==> src/partition_comm_volume_macros.svh <==
// assertion macros for the communication volume meter
`ifndef PARTITION_COMM_VOLUME_MACROS_SVH
`define PARTITION_COMM_VOLUME_MACROS_SVH
`ifndef NO_ASSERTIONS
// property that holds at every edge outside reset
`define PCV_ASSERT(lbl, clk, rst, prop, msg) \
   lbl: assert property (@(posedge clk) disable iff (rst) prop) else $error(msg);
// implication, consequent checked in the next cycle
`define PCV_ASSERT_NEXT(lbl, clk, rst, ante, cons, msg) \
   lbl: assert property (@(posedge clk) disable iff (rst) (ante) |=> (cons)) else $error(msg);
`else
`define PCV_ASSERT(lbl, clk, rst, prop, msg)
`define PCV_ASSERT_NEXT(lbl, clk, rst, ante, cons, msg)
`endif
`endif

==> src/pcv_pkg.sv <==
`default_nettype none
package pcv_pkg;

   localparam int MAX_BLOCKS  = 64;
   localparam int VOLUME_BITS = 32;
   localparam int ADDR_BITS   = $clog2(MAX_BLOCKS);
   localparam int COUNT_BITS  = $clog2(MAX_BLOCKS + 1);
   localparam int BLOCK_BITS  = 6;
   localparam int CFG_BITS    = 7;
   localparam int OUT_BITS    = 32;

   localparam logic [CFG_BITS-1:0]    CFG_COUNT_RESET = CFG_BITS'(2);
   localparam logic [VOLUME_BITS-1:0] VOLUME_MAX      = '1;

   typedef logic [VOLUME_BITS-1:0] vol_type;
   typedef logic [ADDR_BITS-1:0]   addr_type;
   typedef logic [COUNT_BITS-1:0]  count_type;
   typedef logic [OUT_BITS-1:0]    out_type;

   // control from the sequencer to the report accumulators
   typedef struct packed {
      logic acc;
      logic clear;
   } rpt_ctl_type;

   function automatic vol_type sat_inc(input vol_type v);
      vol_type r;
      if (v == VOLUME_MAX) begin
         r = v;
      end else begin
         r = v + VOLUME_BITS'(1);
      end
      return r;
   endfunction

   function automatic out_type out_clamp(input vol_type v);
      out_type r;
      if ((v >> OUT_BITS) != '0) begin
         r = '1;
      end else begin
         r = OUT_BITS'(v);
      end
      return r;
   endfunction

endpackage
`default_nettype wire

==> src/pcv_vol_ram.sv <==
`default_nettype none
module pcv_vol_ram #(
   parameter int DEPTH = 64,
   parameter int WIDTH = 32
) (
   input  wire logic                     clock,
   input  wire logic                     wr_en,
   input  wire logic [$clog2(DEPTH)-1:0] wr_addr,
   input  wire logic [WIDTH-1:0]         wr_data,
   input  wire logic                     rd_en,
   input  wire logic [$clog2(DEPTH)-1:0] rd_addr,
   output logic      [WIDTH-1:0]         rd_data
);

   logic [WIDTH-1:0] mem [DEPTH];

   always_ff @(posedge clock) begin
      if (wr_en) begin
         mem[wr_addr] <= wr_data;
      end
   end

   // read returns the old contents on a same-address write
   always_ff @(posedge clock) begin
      if (rd_en) begin
         rd_data <= mem[rd_addr];
      end
   end

endmodule
`default_nettype wire

==> src/pcv_report.sv <==
`default_nettype none
module pcv_report (
   input  wire logic                clock,
   input  wire logic                reset,
   input  wire pcv_pkg::rpt_ctl_type ctl,
   input  wire pcv_pkg::vol_type    value,
   output pcv_pkg::vol_type         max_out,
   output pcv_pkg::vol_type         min_out,
   output pcv_pkg::vol_type         total_out
);
   import pcv_pkg::*;

   vol_type                max_ff, max_in;
   vol_type                min_ff, min_in;
   vol_type                total_ff, total_in;
   logic [VOLUME_BITS:0]   sum;

   assign sum = {1'b0, total_ff} + {1'b0, value};

   always_comb begin
      max_in   = max_ff;
      min_in   = min_ff;
      total_in = total_ff;
      if (ctl.clear) begin
         max_in   = '0;
         min_in   = VOLUME_MAX;
         total_in = '0;
      end else if (ctl.acc) begin
         if (value > max_ff) begin
            max_in = value;
         end
         if (value < min_ff) begin
            min_in = value;
         end
         // saturate on carry out
         total_in = sum[VOLUME_BITS] ? VOLUME_MAX : sum[VOLUME_BITS-1:0];
      end
   end

   always_ff @(posedge clock) begin
      if (reset) begin
         max_ff   <= '0;
         min_ff   <= VOLUME_MAX;
         total_ff <= '0;
      end else begin
         max_ff   <= max_in;
         min_ff   <= min_in;
         total_ff <= total_in;
      end
   end

   assign max_out   = max_ff;
   assign min_out   = min_ff;
   assign total_out = total_ff;

endmodule
`default_nettype wire

==> src/partition_comm_volume.sv <==
`default_nettype none
// channel   direction  handshake                contents
// req       in         req_valid / req_ready    one edge: source and target block, end marks
// rsp       out        rsp_valid / rsp_ready    max, min and total volume of the graph
// csr       in         csr_wr_en                block_count, 7 bits
//
// edge requests are accepted in ST_RUN and may follow back to back there
// a request with the graph end mark holds off further requests while the report is built over
// block_count held to 1..64: a drain state for the last volume write, one ram read per block,
// a state for the final accumulate, then the result register load, held while rsp stalls
// reset is synchronous; the volume ram needs no clearing pass, per-entry valid bits
// make unwritten entries read as zero and are cleared together after each report
module partition_comm_volume (
   input  wire logic                           clock,
   input  wire logic                           reset,
   input  wire logic                           req_valid,
   output logic                                req_ready,
   input  wire logic [pcv_pkg::BLOCK_BITS-1:0] req_source_block,
   input  wire logic [pcv_pkg::BLOCK_BITS-1:0] req_target_block,
   input  wire logic                           req_node_last_edge,
   input  wire logic                           req_graph_last_edge,
   output logic                                rsp_valid,
   input  wire logic                           rsp_ready,
   output logic      [pcv_pkg::OUT_BITS-1:0]   rsp_max_volume,
   output logic      [pcv_pkg::OUT_BITS-1:0]   rsp_min_volume,
   output logic      [pcv_pkg::OUT_BITS-1:0]   rsp_total_volume,
   input  wire logic                           csr_wr_en,
   input  wire logic [pcv_pkg::CFG_BITS-1:0]   csr_wr_data
);
   import pcv_pkg::*;

   `include "partition_comm_volume_macros.svh"

   // sequencer states
   typedef enum logic [4:0] {
      ST_RUN    = 5'b00001,  // taking edge requests
      ST_DRAIN  = 5'b00010,  // last edge's volume write lands
      ST_WALK   = 5'b00100,  // one volume read per block
      ST_LAST   = 5'b01000,  // final read data accumulated
      ST_REPORT = 5'b10000   // load result register
   } state_type;

   state_type              state_ff, state_in;
   logic [CFG_BITS-1:0]    block_count_ff, block_count_in;
   count_type              ecount;
   count_type              walk_idx_ff, walk_idx_in;

   logic [MAX_BLOCKS-1:0]  seen_ff, seen_in;
   logic [MAX_BLOCKS-1:0]  blk_valid_ff, blk_valid_in;

   // read stage
   logic                   accept;
   logic                   hit;
   addr_type               src_addr;
   addr_type               dst_addr;
   logic                   rd_en;
   addr_type               rd_addr;
   vol_type                rd_data;

   // modify / write stage
   logic                   s1_inc_ff, s1_inc_in;
   logic                   s1_walk_ff, s1_walk_in;
   addr_type               s1_addr_ff;
   logic                   s1_vld_ff;
   vol_type                s1_cur;
   logic                   wr_en;
   vol_type                wr_data;

   // last write, forwarded into the next read-modify-write
   logic                   fwd_vld_ff;
   addr_type               fwd_addr_ff;
   vol_type                fwd_data_ff;

   // report path
   rpt_ctl_type            rpt_ctl;
   vol_type                acc_max;
   vol_type                acc_min;
   vol_type                acc_total;
   logic                   rpt_load;
   logic                   rsp_valid_ff, rsp_valid_in;
   out_type                rsp_max_ff;
   out_type                rsp_min_ff;
   out_type                rsp_total_ff;

   // ---------------------------------------------------------------------------------
   // configuration and effective block count
   // ---------------------------------------------------------------------------------
   assign block_count_in = csr_wr_en ? csr_wr_data : block_count_ff;

   always_comb begin
      if (block_count_ff == '0) begin
         ecount = COUNT_BITS'(1);
      end else if (int'(block_count_ff) > MAX_BLOCKS) begin
         ecount = COUNT_BITS'(MAX_BLOCKS);
      end else begin
         ecount = COUNT_BITS'(block_count_ff);
      end
   end

   // ---------------------------------------------------------------------------------
   // edge intake: seen bitmap decides whether the source volume grows
   // ---------------------------------------------------------------------------------
   assign req_ready = (state_ff == ST_RUN);
   assign accept    = req_valid && req_ready;
   assign src_addr  = ADDR_BITS'(req_source_block);
   assign dst_addr  = ADDR_BITS'(req_target_block);

   // new foreign target inside the configured range
   assign hit = accept && (req_source_block < ecount) && (req_target_block < ecount) &&
                (req_target_block != req_source_block) && !seen_ff[dst_addr];

   always_comb begin
      seen_in = seen_ff;
      if (accept) begin
         if (req_node_last_edge || req_graph_last_edge) begin
            seen_in = '0;
         end else if (hit) begin
            seen_in[dst_addr] = 1'b1;
         end
      end
   end

   // ---------------------------------------------------------------------------------
   // volume ram: read on hit or walk, then increment and write back in the next cycle, not later
   // ---------------------------------------------------------------------------------
   assign rd_en      = hit || (state_ff == ST_WALK);
   assign rd_addr    = hit ? src_addr : walk_idx_ff[ADDR_BITS-1:0];
   assign s1_inc_in  = hit;
   assign s1_walk_in = (state_ff == ST_WALK);

   pcv_vol_ram #(
      .DEPTH (MAX_BLOCKS),
      .WIDTH (VOLUME_BITS)
   ) u_vol_ram (
      .clock   (clock),
      .wr_en   (wr_en),
      .wr_addr (s1_addr_ff),
      .wr_data (wr_data),
      .rd_en   (rd_en),
      .rd_addr (rd_addr),
      .rd_data (rd_data)
   );

   // ram read misses a write that landed at the same edge; take the forwarded value
   always_comb begin
      if (fwd_vld_ff && (fwd_addr_ff == s1_addr_ff)) begin
         s1_cur = fwd_data_ff;
      end else if (s1_vld_ff) begin
         s1_cur = rd_data;
      end else begin
         s1_cur = '0;
      end
   end

   assign wr_en   = s1_inc_ff;
   assign wr_data = sat_inc(s1_cur);

   // valid bits: set by each write, all cleared when the result register is loaded
   always_comb begin
      blk_valid_in = blk_valid_ff;
      if (rpt_load) begin
         blk_valid_in = '0;
      end else if (wr_en) begin
         blk_valid_in[s1_addr_ff] = 1'b1;
      end
   end

   // ---------------------------------------------------------------------------------
   // sequencer
   // ---------------------------------------------------------------------------------
   assign rpt_load = (state_ff == ST_REPORT) && (!rsp_valid_ff || rsp_ready);

   always_comb begin
      state_in    = state_ff;
      walk_idx_in = walk_idx_ff;
      case (state_ff)
         ST_RUN: begin
            if (accept && req_graph_last_edge) begin
               state_in = ST_DRAIN;
            end
         end
         ST_DRAIN: begin
            state_in    = ST_WALK;
            walk_idx_in = '0;
         end
         ST_WALK: begin
            if (walk_idx_ff == ecount - COUNT_BITS'(1)) begin
               state_in = ST_LAST;
            end else begin
               walk_idx_in = walk_idx_ff + COUNT_BITS'(1);
            end
         end
         ST_LAST: begin
            state_in = ST_REPORT;
         end
         ST_REPORT: begin
            if (rpt_load) begin
               state_in    = ST_RUN;
               walk_idx_in = '0;
            end
         end
         default: begin
            state_in    = ST_RUN;
            walk_idx_in = '0;
         end
      endcase
   end

   // ---------------------------------------------------------------------------------
   // report accumulators
   // ---------------------------------------------------------------------------------
   assign rpt_ctl.acc   = s1_walk_ff;
   assign rpt_ctl.clear = rpt_load;

   pcv_report u_report (
      .clock     (clock),
      .reset     (reset),
      .ctl       (rpt_ctl),
      .value     (s1_cur),
      .max_out   (acc_max),
      .min_out   (acc_min),
      .total_out (acc_total)
   );

   // result register frees the accumulators as soon as it is loaded
   always_comb begin
      if (rpt_load) begin
         rsp_valid_in = 1'b1;
      end else if (rsp_ready) begin
         rsp_valid_in = 1'b0;
      end else begin
         rsp_valid_in = rsp_valid_ff;
      end
   end

   // ---------------------------------------------------------------------------------
   // registers
   // ---------------------------------------------------------------------------------
   always_ff @(posedge clock) begin
      if (reset) begin
         state_ff       <= ST_RUN;
         block_count_ff <= CFG_COUNT_RESET;
         walk_idx_ff    <= '0;
         seen_ff        <= '0;
         blk_valid_ff   <= '0;
         s1_inc_ff      <= 1'b0;
         s1_walk_ff     <= 1'b0;
         fwd_vld_ff     <= 1'b0;
         rsp_valid_ff   <= 1'b0;
      end else begin
         state_ff       <= state_in;
         block_count_ff <= block_count_in;
         walk_idx_ff    <= walk_idx_in;
         seen_ff        <= seen_in;
         blk_valid_ff   <= blk_valid_in;
         s1_inc_ff      <= s1_inc_in;
         s1_walk_ff     <= s1_walk_in;
         fwd_vld_ff     <= wr_en;
         rsp_valid_ff   <= rsp_valid_in;
      end
   end

   // payload registers
   always_ff @(posedge clock) begin
      if (rd_en) begin
         s1_addr_ff <= rd_addr;
         s1_vld_ff  <= blk_valid_ff[rd_addr];
      end
      if (wr_en) begin
         fwd_addr_ff <= s1_addr_ff;
         fwd_data_ff <= wr_data;
      end
      if (rpt_load) begin
         rsp_max_ff   <= out_clamp(acc_max);
         rsp_min_ff   <= out_clamp(acc_min);
         rsp_total_ff <= out_clamp(acc_total);
      end
   end

   assign rsp_valid        = rsp_valid_ff;
   assign rsp_max_volume   = rsp_max_ff;
   assign rsp_min_volume   = rsp_min_ff;
   assign rsp_total_volume = rsp_total_ff;

   // ---------------------------------------------------------------------------------
   // checks
   // ---------------------------------------------------------------------------------
   `PCV_ASSERT(a_walk_inc_excl, clock, reset, !(s1_walk_ff && s1_inc_ff), "walk and update overlap")
   `PCV_ASSERT(a_walk_range, clock, reset, (state_ff != ST_WALK) || (walk_idx_ff < ecount), "walk index out of range")
   `PCV_ASSERT_NEXT(a_valid_clr, clock, reset, rpt_load, blk_valid_ff == '0, "volumes not cleared after report")
   `PCV_ASSERT_NEXT(a_seen_clr, clock, reset, accept && (req_node_last_edge || req_graph_last_edge), seen_ff == '0, "seen map not cleared at node end")

endmodule
`default_nettype wire

==> config.mk <==
export PLATFORM = sky130hd
export DESIGN_NAME = partition_comm_volume
export DESIGN_NICKNAME = d
export VERILOG_FILES = /design/src/pcv_pkg.sv /design/src/pcv_vol_ram.sv /design/src/pcv_report.sv /design/src/partition_comm_volume.sv
export VERILOG_INCLUDE_DIRS = /design/src /design/src/src
export SDC_FILE = /design/constraint.sdc
export NUM_CORES = 2
export LEC_CHECK = 0
export ABC_AREA = 1
export CAP_MARGIN = 20
export CORE_MARGIN = 5
export CORE_UTILIZATION = 45
export DETAILED_ROUTE_END_ITERATION = 16
export DONT_BUFFER_PORTS = 1
export HOLD_SLACK_MARGIN = 0.02
export PLACE_DENSITY = 0.61
export SLEW_MARGIN = 20
export SYNTH_ARGS = -nofsm -noshare
export SYNTH_HDL_FRONTEND = slang
export SYNTH_HIERARCHICAL = 1
export SYNTH_SLANG_ARGS = --single-unit
==> constraint.sdc <==
create_clock -name clock -period 6.9 [get_ports clock]
set_input_delay 0.345 -clock clock [delete_from_list [all_inputs] [get_ports clock]]
set_output_delay 0.345 -clock clock [all_outputs]
set_load 0.05 [all_outputs]
== After elaboration in Yosys (flattened, before gate mapping) ==
Memories as Yosys holds them, arrays and structs flattened. A register that Yosys moved wholly into a read port is not among the register bits.
Cells that the tools add are included.

* Add/sub/neg operators: 4
* $mul: 0
* Div/mod/pow operators: 0
* Magnitude comparators: 10
* Equal/unequal tests: 13
* Shift operators: 0
* Mux-type cells: 28
* Bitwise gates (word level): 3
* Reduce and logical (&&, ||, !) cells: 25

{| class="wikitable"
|+ Operators with widths
! cell !! count
|-
| $mux W32 || 4
|-
| $mux W64 || 2
|-
| $or A64 B64 Y64 || 2
|-
| $add A32 B32 Y33 || 1
|-
| $add A32 B1 Y32 const B || 1
|-
| $eq A32 B32 Y1 const B || 1
|-
| $gt A32 B32 Y1 || 1
|-
| $lt A32 B32 Y1 || 1
|-
| $mux W7 || 4
|-
| $pmux W5 S5 || 1
|-
| $lt A6 B7 Y1 const B || 3
|-
| $pmux W7 S3 || 1
|-
| $mux W5 || 3
|-
| $lt A6 B7 Y1 || 2
|-
| $bmux W1 S6 || 2
|-
| $demux W1 S6 || 2
|-
| $ge A6 B1 Y1 const B || 2
|-
| $logic_and A1 B1 Y1 || 10
|-
| $mux W1 || 8
|-
| $add A7 B1 Y7 const B || 1
|-
| $eq A7 B7 Y1 || 1
|-
| $gt A7 B7 Y1 const B || 1
|-
| $logic_not A7 Y1 || 1
|-
| $sub A7 B1 Y7 const B || 1
|-
| other kinds (17) || 27
|}

* Register bits: 388
* Bits in latches: 0
* Bits in writable memories: 2,048
* ROM bits: 0
* Input bits: 26
* Output and inout bits: 98
* Word-level logic and storage cells: 103
* Memories: 1

{| class="wikitable"
|+ Memory list
! memory !! depth !! width !! rd ports !! clocked after Yosys merged registers in !! write ports !! RTL line !! source
|-
| u_vol_ram.mem || 64 || 32 || 1 || 1 || 1 || pcv_vol_ram.sv:15 || <nowiki>logic [WIDTH-1:0] mem [DEPTH];</nowiki>
|}

== Logic depth before layout (Yosys ltp) ==
* Depth in word-level cells: 11
* Gate-level depth with buffers: 31
* Mapped depth without buffers: 26

== By module ==
Netlist, hierarchy kept.

{| class="wikitable"
|+ By module, submodules not included
! module !! times used !! cells each !! area each (um^2) !! seq. area each (um^2)
|-
| pcv_vol_ram || 1 || 6,769 || 83,058.4 || 62,459.9
|-
| partition_comm_volume || 1 || 1,588 || 13,626.8 || 7,257.0
|-
| pcv_report || 1 || 1,208 || 7,683.6 || 1,921.8
|}

== Worst setup path before layout ==
OpenSTA, ideal clock, no wires.

* Path type: flip-flop to flip-flop
* From: register state_ff[0]
* To: register u_report.min_ff[0] (netlist: u_report/min_out[0])
* Library setup time: 0.064 ns
* Data arrival time: 5.972 ns
* Required time: 6.836 ns
* Path slack: 0.864 ns
* Stages on the path, launching flop included: 8
* Path buffers: 2
* Period minus slack after synthesis: 6.036 ns
* Cell sequence: dfxtp_1 -> nor2_1 -> nand3_1 -> nor2_1 -> nor2_1 -> clkbuf_1 -> clkbuf_1 -> nand3_1

* Word-level cells in the longest chain between the ends: 3

{| class="wikitable"
|+ Ends and longest elaborated chain
! what !! RTL line !! source
|-
| start: declaration || partition_comm_volume.sv:43 || <nowiki>state_type state_ff, state_in;</nowiki>
|-
| start signal: assignment || partition_comm_volume.sv:251 || <nowiki>state_ff <= state_in;</nowiki>
|-
| $eq A5 B5 Y1 || partition_comm_volume.sv:171 || <nowiki>assign rpt_load = (state_ff == ST_REPORT) && (!rsp_valid_ff || rsp_ready);</nowiki>
|-
| $logic_and A1 B1 Y1 || partition_comm_volume.sv:171 ||
|-
| via rpt_load || partition_comm_volume.sv:79 || <nowiki>logic rpt_load;</nowiki>
|-
| $reduce_or A2 Y1 (no line) || n/a ||
|-
| end signal: assignment || pcv_report.sv:47 || <nowiki>min_ff <= min_in;</nowiki>
|-
| end: declaration || pcv_report.sv:14 || <nowiki>vol_type min_ff, min_in;</nowiki>
|}

The timed path passes the listed nets, and every way through them passes these cells.
A chain may end at the register's enable or synchronous reset.

== Worst setup path after layout ==
* From: register block_count_ff[1]
* To: register u_vol_ram.rd_data[25], read port of u_vol_ram.mem, data pin

* Word-level cells in the longest chain between the ends: 9
* Elaborated cells on any way between the ends: 12
* Classes of those cells: 3 x order compare; 3 x mux; 6 x reduce/logical

{| class="wikitable"
|+ Ends and longest elaborated chain
! what !! RTL line !! source
|-
| start: declaration || partition_comm_volume.sv:44 || <nowiki>logic [CFG_BITS-1:0] block_count_ff, block_count_in;</nowiki>
|-
| start signal: assignment || partition_comm_volume.sv:252 || <nowiki>block_count_ff <= block_count_in;</nowiki>
|-
| $gt A7 B7 Y1 || partition_comm_volume.sv:93 || <nowiki>end else if (int'(block_count_ff) > MAX_BLOCKS) begin</nowiki>
|-
| $mux W7 || partition_comm_volume.sv:93 ||
|-
| $mux W7 * || partition_comm_volume.sv:91 || <nowiki>if (block_count_ff == '0) begin</nowiki>
|-
| $lt A6 B7 Y1 || partition_comm_volume.sv:109 || <nowiki>assign hit = accept && (req_source_block < ecount) && (req_target_block < ecount) &&</nowiki>
|-
| $logic_and A1 B1 Y1 || partition_comm_volume.sv:109 ||
|-
| $logic_and A1 B1 Y1 * (2 in series) || partition_comm_volume.sv:109 ||
|-
| $logic_and A1 B1 Y1 * || partition_comm_volume.sv:110 || <nowiki>(req_target_block != req_source_block) && !seen_ff[dst_addr];</nowiki>
|-
| $mux W6 / $logic_or A1 B1 Y1 (equally long branches) || partition_comm_volume.sv:127, partition_comm_volume.sv:126 ||
|-
| end: declaration || pcv_vol_ram.sv:12 || <nowiki>output logic [WIDTH-1:0] rd_data</nowiki>
|}

Mark *: on every way between the ends. The rest lies on a longest branch, timed or not.

==> impl_results.md <==
- Sinks on Clock Net: 2468
- Leading area contributor after synthesis: edfxtp_1
- Layout Cells excl Fill: 12800
- Seq/Total Area, Yosys: 68.6%
- Post-synth top area share: 63.9%
- Synthesis-to-layout area growth: 12.1%
- Vias in the first global route: 68500
- Root Driver: clkbuf_16
- Placed Cells incl. Taps: 12300
- Period utilisation layout: 84.1%
- Num rows: 176
- Top cells by count, synth: nand2_1, edfxtp_1, nand3_1
- Worst Path Required: 7.67 ns
- Vias per cell: 5.72
- Post-synth EDFFs: 2221
- Setup TNS: 0 ns
- Routed wire length per instance: 23.8 um
- Slowest cell on crit path: inv_16
- Placer Congestion: 0.884
- Min Hold Slack: 0.127 ns
- Die area: 242000 um^2
- P per Cell Area: 329 nW/um^2
- VDD IR max: 0.000250 V
- Largest net degree at the start of global routing: 164
- Multiplexer share of the synthesized area: 0%
- Clock skew: 0.0500 ns
- Final WL: 303 mm
- H-tree depth: 5
- Slew Viols, Final: 0
- Area of the core: 230000 um^2
- Count of cell types in the netlist: 54
- Netlist Area Pre-Place: 104000 um^2
- CTS Buf Count: 275
- Initial antenna violation count: 9
- Resized Gates After CTS: 0
- Synth Warn #: 6
- Relative slew slack: 28.6%
- Async SR Flop Fraction: 0%
- Die H: 492 um
- Most frequent cell after synthesis: nand2_1
- CTS tree: done
- Initial core utilization: 45.3%
- Fin crit period: 5.80 ns
- Buffers on Ports: 0
- Final Setup Violations: 0
- MaxCap Viol Count: 0
- Initial drt markers: 8179
- Main area contributors after synthesis: edfxtp_1, nand3_1, nand2_1, dfxtp_1, buf_2
- Syn_nets: 9700
- Worst Hold Class: in2reg
- DR pass1 iterations: 6
- Worst path max stage delay: 0.56 ns
- Pleak: 42.7 nW
- Worst skew pair latency: 0.94 ns
- WP data arrival: 6.57 ns
- Synth Flop Type: edfxtp_1
- CP Capture Type: register
- Most used cell, CP: nand2_1
- Clock slew at reported path FFs: 0.06 ns
- First-pass GRT wire length: 447 mm
- Post-CTS Setup Bufs: 0
- Routed Antenna Nets: 0
- Synth Area in Simple Gates: 23.3%
- Yosys reg bits: 2468
- Synth Area per Inst: 10.9 um^2
- Share of cells above drive strength 1: 8.36%
- Startpoint Class: register
- Design Power: 38.5 mW
- Compound-Gate Fraction of Synth Area: 2.09%
- Worst slew pin tran: 1.06 ns
- Status: complete, no violations
- Hold Vio Cnt, Final: 0
- Post-layout net count: 9682
- WS Path Type: reg2reg
- Die Wd: 492 um
- Total number of vias: 73000
- CTS Buffer Depth: 4
- Largest family of logic cells by synthesized area: simple AND/OR/NAND/NOR gates
- GRT Total Usage: 24.4%
- Largest fanout on the critical path: 131
- Drc violations: 0
- XOR/XNOR Fraction of Synth Area: 0.411%
- I/O Pins: 124
- Synthesized-area fraction occupied by adder cells: 1.31%
- Max Fclk: 0.172 GHz
- Cells after Synth: 9565
- Total grt overflow: 0
- Unrepaired setup endpoints after global routing: false
- Dpl hpwl: 166 mm
-- layer usage --
metal	track usage [%]	share of wire, %	routed length (um)
met5	0	0.0092	28
met4	8.63	3.7	11300
met3	3.88	9.3	28100
met2	38.0	45	138000
met1	34.8	42	126000
-- worst max-delay path, delay by kind of cell, from the launching register on --
kind          cells  cell delay, ns
fa+ha+maj         1            0.33
buf+inv           4            1.40
flops             1            0.34
simple gates     23            3.42
-- metrics by stage --
step	area, um^2	worst slack, ns	util (%)
global route	117000	0.743	50.8
global placement	108000	1.06	47.1
finish	117000	1.10	50.8
CTS	117000	1.21	50.7
floorplan	104000	0.864	-
detailed placement	109000	1.21	47.1
-- registers in the layout, summed over array words and instances, names as in the netlist, 32 cells and up --
register and cells:
blk_valid_ff 64, fwd_data_ff 32, rsp_max_volume 32, rsp_min_volume 32, rsp_total_volume 32, seen_ff 64, u_report/max_out 32, u_report/min_out 32
u_report/total_out 32, u_vol_ram/mem 2048, u_vol_ram/rd_data 32
-- power breakdown --
group | internal, mW | switching [mW] | total (mW)
clock | 7.83 | 5.65 | 13.5
sequential | 17.2 | 0.181 | 17.3
combinational | 1.92 | 5.76 | 7.68
-- kinds of logic (layout without fill, tap and decap cells) --
logic type | count (synthesis) | after routing
compound gates | 383 | 383
flops | 2468 | 2468
xor+xnor | 49 | 49
fa+ha+maj | 109 | 109
simple gates | 5570 | 5570
other cells | 0 | 5
buf+inv | 986 | 1151
-- what timing repair did --
action | CTS | global route
hold endpoints to repair | 89 | 0
hold buffers | 24 | 0
endpoints found under the setup margin | 0 | 0
-- final timing paths --
path | start | to | slack, ns | cells after the start
worst min register to register | seen_ff[12] | seen_ff[12] | 0.45 | 2
worst max-delay path | block_count_ff[1] | u_vol_ram/rd_data[25] | 1.10 | 28
worst max register to register | block_count_ff[1] | u_vol_ram/rd_data[25] | 1.10 | 28
worst min-delay path | csr_wr_data[1] | block_count_ff[1] | 0.13 | 3
-- final cells by class --
class	count	area (um^2)
sequential	2468	71600
inverter	443	1700
fill	19900	113000
clock buffer	356	7380
clock inverter	104	733
timing repair buffer	248	2510
multi-input combinational	6111	29200
tap	3026	3790
antenna	5	12.5
-- cells in the final DEF (no fill, tap or decap), types with 12 or more instances in the layout --
cell	instances
nand3_2	12
nor2_1	251
dfxtp_1	245
inv_1	414
xor2_1	24
nor3_2	17
clkbuf_16	280
nor2_4	60
nand3_1	2198
o21ai_2	19
dlygate4sd3_1	24
clkbuf_1	66
clkinv_2	31
nor3_1	31
buf_4	179
o21ai_1	24
nand4_1	60
inv_2	21
o21ai_0	59
buf_12	41
edfxtp_1	2221
a21oi_1	238
o21ai_4	12
nand2_2	19
ha_1	108
nor4_2	12
nand2_1	2857
clkinv_1	53
a21oi_2	13
Note: power is estimated with default switching activity, not from simulation.
